File: config.mk
export PLATFORM = sky130hd
export DESIGN_NAME = mcu_ctrl
export DESIGN_NICKNAME = d
export VERILOG_FILES = /design/src/rtl/mcu_pkg.sv /design/src/rtl/mcu_ctrl.sv
export SDC_FILE = /design/constraint.sdc
export NUM_CORES = 1
export LEC_CHECK = 0
export BUFFER_PORTS_ARGS = -buffer_cell sky130_fd_sc_hd__buf_2
export CORE_AREA = 2 2 39 41
export CTS_BUF_LIST = sky130_fd_sc_hd__clkbuf_4 sky130_fd_sc_hd__clkbuf_8
export DETAILED_ROUTE_END_ITERATION = 10
export DIE_AREA = 0 0 41 43
export GPL_TIMING_DRIVEN = 0
export SLEW_MARGIN = 20
export SYNTH_ARGS = -nofsm -noshare
export SYNTH_HDL_FRONTEND = slang
export SYNTH_SLANG_ARGS = --single-unit
export TNS_END_PERCENT = 10
File: constraint.sdc
create_clock -name clk -period 1.85 [get_ports clk]
set_input_delay 0.4625 -clock clk [delete_from_list [all_inputs] [get_ports clk]]
set_output_delay 0.4625 -clock clk [all_outputs]
set_load 0.05 [all_outputs]
File: src/rtl/mcu_pkg.sv
// Shared types and constants for the motion-compensated update block.
package mcu_pkg;

    // Command codes carried by an input transaction.
    typedef enum logic [1:0] {
        OP_WRITE  = 2'd0,
        OP_UPDATE = 2'd1,
        OP_READ   = 2'd2
    } op_t;

    // Configuration register indexes.
    typedef enum logic [1:0] {
        CFG_WIDTH    = 2'd0,
        CFG_HEIGHT   = 2'd1,
        CFG_WEIGHT   = 2'd2,
        CFG_ADD_MODE = 2'd3
    } cfg_idx_t;

    // Controller states.
    typedef enum logic [3:0] {
        ST_IDLE,
        ST_ADDR,
        ST_WRITE,
        ST_READ,
        ST_READ_WAIT,
        ST_UPD_PREV,
        ST_UPD_MID,
        ST_UPD_NEXT,
        ST_DONE
    } state_t;

    // Commands from the controller to the datapath.
    typedef struct packed {
        logic capture;     // latch the accepted transaction
        logic calc;        // form addresses and weighted residue
        logic mem_write;   // plain pixel write
        logic read_issue;  // plain pixel read, address phase
        logic read_take;   // plain pixel read, data phase
        logic rd_prev;     // update: read previous picture
        logic mid;         // update: write previous, read next
        logic wr_next;     // update: write next picture
        logic load_out;    // move results into the output register
    } dp_cmd_t;

    // Status from the datapath to the controller.
    typedef struct packed {
        op_t  op;
        logic comp_ok;
    } dp_status_t;

    // Reset values of the configuration registers.
    localparam logic [7:0] RST_WIDTH    = 8'd128;
    localparam logic [7:0] RST_HEIGHT   = 8'd128;
    localparam logic [8:0] RST_WEIGHT   = 9'd64;
    localparam logic       RST_ADD_MODE = 1'b0;

    // Saturation bound of pixel * 256.
    localparam logic signed [20:0] SUM_MAX = 21'sd65280;
    localparam logic [7:0]         PIX_MAX = 8'd255;

endpackage

File: src/rtl/mcu_ctrl.sv
// Controller state machine that sequences writes, reads and updates.
module mcu_ctrl (
    input  logic                 clk,
    input  logic                 rst_n,
    input  logic                 in_valid,
    output logic                 in_ready,
    output logic                 out_valid,
    input  logic                 out_ready,
    input  mcu_pkg::dp_status_t  status,
    output mcu_pkg::dp_cmd_t     dp_cmd
);
    import mcu_pkg::*;

    state_t state_reg;
    state_t state_next;
    logic   out_valid_reg;
    logic   out_valid_next;

    // State and output-valid registers.
    always_ff @(posedge clk or negedge rst_n)
    begin
        if (!rst_n)
        begin
            state_reg     <= ST_IDLE;
            out_valid_reg <= 1'b0;
        end
        else
        begin
            state_reg     <= state_next;
            out_valid_reg <= out_valid_next;
        end
    end

    // Next state and datapath commands.
    always_comb
    begin
        dp_cmd     = '0;
        state_next = state_reg;
        unique case (state_reg)
            ST_IDLE:
            begin
                if (in_valid)
                begin
                    dp_cmd.capture = 1'b1;
                    state_next     = ST_ADDR;
                end
            end
            ST_ADDR:
            begin
                dp_cmd.calc = 1'b1;
                unique case (status.op)
                    OP_WRITE:  state_next = ST_WRITE;
                    OP_READ:   state_next = ST_READ;
                    OP_UPDATE: state_next = status.comp_ok ? ST_UPD_PREV : ST_DONE;
                    default:   state_next = ST_DONE;
                endcase
            end
            ST_WRITE:
            begin
                dp_cmd.mem_write = 1'b1;
                state_next       = ST_DONE;
            end
            ST_READ:
            begin
                dp_cmd.read_issue = 1'b1;
                state_next        = ST_READ_WAIT;
            end
            ST_READ_WAIT:
            begin
                dp_cmd.read_take = 1'b1;
                state_next       = ST_DONE;
            end
            ST_UPD_PREV:
            begin
                dp_cmd.rd_prev = 1'b1;
                state_next     = ST_UPD_MID;
            end
            ST_UPD_MID:
            begin
                dp_cmd.mid = 1'b1;
                state_next = ST_UPD_NEXT;
            end
            ST_UPD_NEXT:
            begin
                dp_cmd.wr_next = 1'b1;
                state_next     = ST_DONE;
            end
            ST_DONE:
            begin
                if (!out_valid_reg || out_ready)
                begin
                    dp_cmd.load_out = 1'b1;
                    state_next      = ST_IDLE;
                end
            end
            default:
            begin
                state_next = ST_IDLE;
            end
        endcase
    end

    // The output register is refilled or drained.
    always_comb
    begin
        if (dp_cmd.load_out)
        begin
            out_valid_next = 1'b1;
        end
        else if (out_ready)
        begin
            out_valid_next = 1'b0;
        end
        else
        begin
            out_valid_next = out_valid_reg;
        end
    end

    assign in_ready  = (state_reg == ST_IDLE);
    assign out_valid = out_valid_reg;

endmodule

; ---- Word level (Yosys, flattened, before mapping)
; Index checks and enable logic that the tools add are counted.
[totals]
regBits = 5
out_inout_bits = 11
word_cells = 39
[op_classes]
n_eq_ne = 12
muxes = 18
reduce_logical = 7
[ops]
columns = op, count
row1 = $pmux W4 S7, 1
row2 = $eq A4 B3 Y1 const B, 4
row3 = $mux W1, 13
row4 = $mux W4, 3
row5 = $pmux W4 S3, 1
row6 = $eq A4 B2 Y1 const B, 2
row7 = $eq A4 B1 Y1 const B, 1
row8 = $eq A4 B4 Y1 const B, 1
row9 = $logic_not A4 Y1, 1
row10 = $ne A2 B2 Y1 const B, 2
row11 = $reduce_or A3 Y1, 1
row12 = $eq A2 B1 Y1 const B, 1
row13 = $eq A2 B2 Y1 const B, 1
row14 = $logic_not A2 Y1, 1
row15 = $reduce_and A2 Y1, 1
row16 = $reduce_bool A2 Y1, 1
row17 = $logic_not A1 Y1, 1
row18 = $logic_or A1 B1 Y1, 1

; ---- Longest topological paths before layout
[logic_depth]
word_depth = 5
mapped_depth = 4
mapped_depth_nobuf = 3

; ---- Worst setup path after synthesis
; No wires, ideal clock.
[synth_timing]
path_kind = flip-flop to output port
startpoint = reg state_reg[0]
endpoint = out dp_cmd[8] (netlist name)
t_arrival_ps = 2682
slack_ps = -1295
stages_incl_launch_ff = 4
n_path_buf = 1
path_cell_list = dfrtp_1 -> buf_6 -> nor4_1 -> and2_1
[synth_rtl]
columns = element, line_no
row1 = start: declaration, mcu_ctrl.sv:14  ; state_t state_reg;
row2 = start signal: assignment, mcu_ctrl.sv:29  ; state_reg <= state_next;
row3 = end: declaration, mcu_ctrl.sv:10  ; output mcu_pkg::dp_cmd_t dp_cmd

==> impl_metrics.csv <==
group,metric,value,unit
status,status,"complete, but fails checks",
status,violations,"negative setup slack",
sta,setup-violations-final,2,
cts,cts.sinks,5,
global_route,grt_max_degree,11,
route,routed_wl,848,microns
route,wl_met1,373,microns
cts,htree_levels,1,
route,ant_nets,0,
final_layout,largest_reg_flops,4,
logic_synthesis,synth_top_family_by_area,"simple AND/OR/NAND/NOR gates",
route,first_pass_iters,4,
place,hpwlAfterDp,653.8,microns
logic_synthesis,synth_edf_count,0,
cts,cts_buffers,3,
logic_synthesis,synth-simple-area-share,0.4075,
global_route,antenna_found_initial,0,
sta,period_minus_slack,2011,ps
hold_path,hold_class,"in2async",
logic_synthesis,postSynthAreaPerCell,7.942,sq um
route,wl_per_cell,9.976,microns
worst_setup_path,crit_required,1390,ps
die,rows,14,
sta,slew_headroom,0.7647,
logic_synthesis,ys.flop_type,"dfrtp_1",
die,die_h,43,microns
pwr,leakagePower,0.2854,nW
worst_setup_path,worst-path-max-fanout,3,
logic_synthesis,synth_area_leaders,"dfrtp_1, nand2b_1, nor2b_1",
route,drt-initial-drc-count,5,
route,vias,400,
logic_synthesis,synth-xor-area-share,0,
logic_synthesis,synth_cell_types,24,
worst_setup_path,cp.arrival,1550,ps
cts,worstSkewPairLatency,230,ps
route,met2RoutedLength,426,microns
route,met3_length,38,microns
route,top_layer,"met4",
die,die-area,1763,sq um
die,initial_core_util,0.2640,
final_layout,diodes,0,
logic_synthesis,syn_inst,46,
sta,maxSlewViolCount,0,
sta,grt_setup_unrepaired,"true",
sta,layout_setup_ws,-161.3,ps
sta,finalCritPeriodShare,1.087,
logic_synthesis,yosysWarnings,0,
sta,finClkSkew,1.277,ps
place,port_buffers,17,
worst_setup_path,cp-end-kind,"output port",
worst_setup_path,crit_type,"reg2out",
final_layout,drive_gt1_frac,0.5362,
place,routabilityCongestion,0.6608,
cts,cts_tree,"yes",
final_layout,fin_nets,77,
pwr,powerDensity,1785,nW/um^2
logic_synthesis,synthTopCellsByCount,"dfrtp_1, nand2b_1, nand2_1, nor2_1",
flow_run,drv_cap,0,
logic_synthesis,netlist_area,365.4,sq um
global_route,grt_pass1_vias,346,
cts,cts_root_buf,"clkbuf_4",
final_layout,area_growth,64.38,%
cts,cts_hold_buf,0,
logic_synthesis,syn-num-nets,53,
logic_synthesis,synth_seq_area_share,0.3425,
pwr,finalPower,0.001072,W
sta,hold_viol_final,0,
logic_synthesis,synth-seq-cells,5,
global_route,grt_overflow,0,
route,drc_errors,0,
logic_synthesis,synth_top_area_frac,0.3425,
global_route,grt_usage,0.1154,
sta,worstMarginPinSlew,348.5,ps
sta,fmax,497.2,MHz
die,pin_count,18,
logic_synthesis,yosysTopAreaCell,"dfrtp_1",
cts,cts.clk_slew.worst_paths,40,ps
pwr,vdd.ir_drop.worst,0.6189,mV
worst_setup_path,startpoint_type,"flip-flop",
die,core_area,1384,sq um
global_route,grt_pass1_wl,1366,microns
logic_synthesis,async_flop_share,1.000,
logic_synthesis,synth_compound_area_frac,0.1541,
logic_synthesis,synthMuxAreaShare,0,
die,die_x,41,microns
cts,cts_buffer_depth,2,
logic_synthesis,synth_adder_area_share,0,
place,placed_area,501.7,sq um
route,drt-vias-per-instance,4.706,
final_layout,final_cell_area,600.6,sq um
-- logic make-up after synthesis --
family | Yosys count
simple gates | 27
buf+inv | 6
flops | 5
compound gates | 8
-- worst max-delay path: stages (launching register included) --
cell	delay, ps
dfrtp_2	400
or4b_4	550
nor2b_1	120
buf_4	120
buf_8	130
-- power breakdown --
part,internal [W],switching (W)
logic,0.000286,0.000478
registers,0.000150,0.0000237
clock network,0.0000958,0.0000392
-- final cells by class --
class / count / area, sq um
multi-input cells: 35 / 247.7
inverters: 2 / 11.26
clock buffers: 4 / 30.03
well taps: 16 / 20.02
fillers: 143 / 783.3
repair buffers: 19 / 133.9
plain buffers: 4 / 31.28
flip-flops and latches: 5 / 126.4
-- per-stage QoR --
stage	TNS (ps)	cells	worst slack, ps	utilization	hold WS (ps)
after floorplan	-983.4	46	-319.9	-	166.9
after global placement	-151.2	79	-151.2	0.3626	275.6
after detailed placement	-160.6	79	-160.6	0.3626	277.1
after CTS	-163.1	85	-163.1	0.4204	20.11
after global routing	-401.6	85	-209.6	0.4340	30.75
final	-178.1	85	-161.3	0.4340	28.09
-- per-layer routing --
| metal | vias to the layer above | global-route usage |
|---|---|---|
| met3 | 2 | 0.01571 |
| met5 | - | 0 |
| met4 | 0 | 0.1000 |
| li1 | 211 | - |
| met2 | 10 | 0.1750 |
| met1 | 177 | 0.1320 |
-- cells in the final DEF, fill, tap and decap left out, drive strengths merged --
cell	instances
buf	21
o21ai	1
dfrtp	5
inv	1
clkinvlp	1
o311a	1
a221oi	1
o32ai	1
o311ai	1
nor2	4
nand3	2
or2	1
nor3	3
nand2b	5
and2	1
nor2b	3
nor4	2
nand2	4
or4b	1
and3b	1
a21oi	3
clkbuf	6
-- what timing repair did --
action / CTS / global route
cloned: 0 / 0
setup buffers: 2 / 0
setup endpoints to repair: 8 / 9
pin swaps: 1 / 3
gates resized for setup: 13 / 7
-- final timing paths --
kind / startpoint / endpoint / slack [ps] / depth (start not counted)
hold reg to reg: out_valid$_DFFE_PN0P_ / out_valid$_DFFE_PN0P_ / 510 / 2
min in group clk: out_valid$_DFFE_PN0P_ / out_valid$_DFFE_PN0P_ / 510 / 2
hold / removal: rst_n / state_reg[2]$_DFFE_PN0P_ / 30 / 1
max in group asynchronous: rst_n / state_reg[1]$_DFFE_PN0P_ / 1680 / 1
setup reg to reg: state_reg[2]$_DFFE_PN0P_ / state_reg[3]$_DFFE_PN0P_ / 540 / 4
setup / recovery: state_reg[1]$_DFFE_PN0P_ / dp_cmd[0] / -160 / 4
No activity file was read; power rests on OpenSTA's default activity.
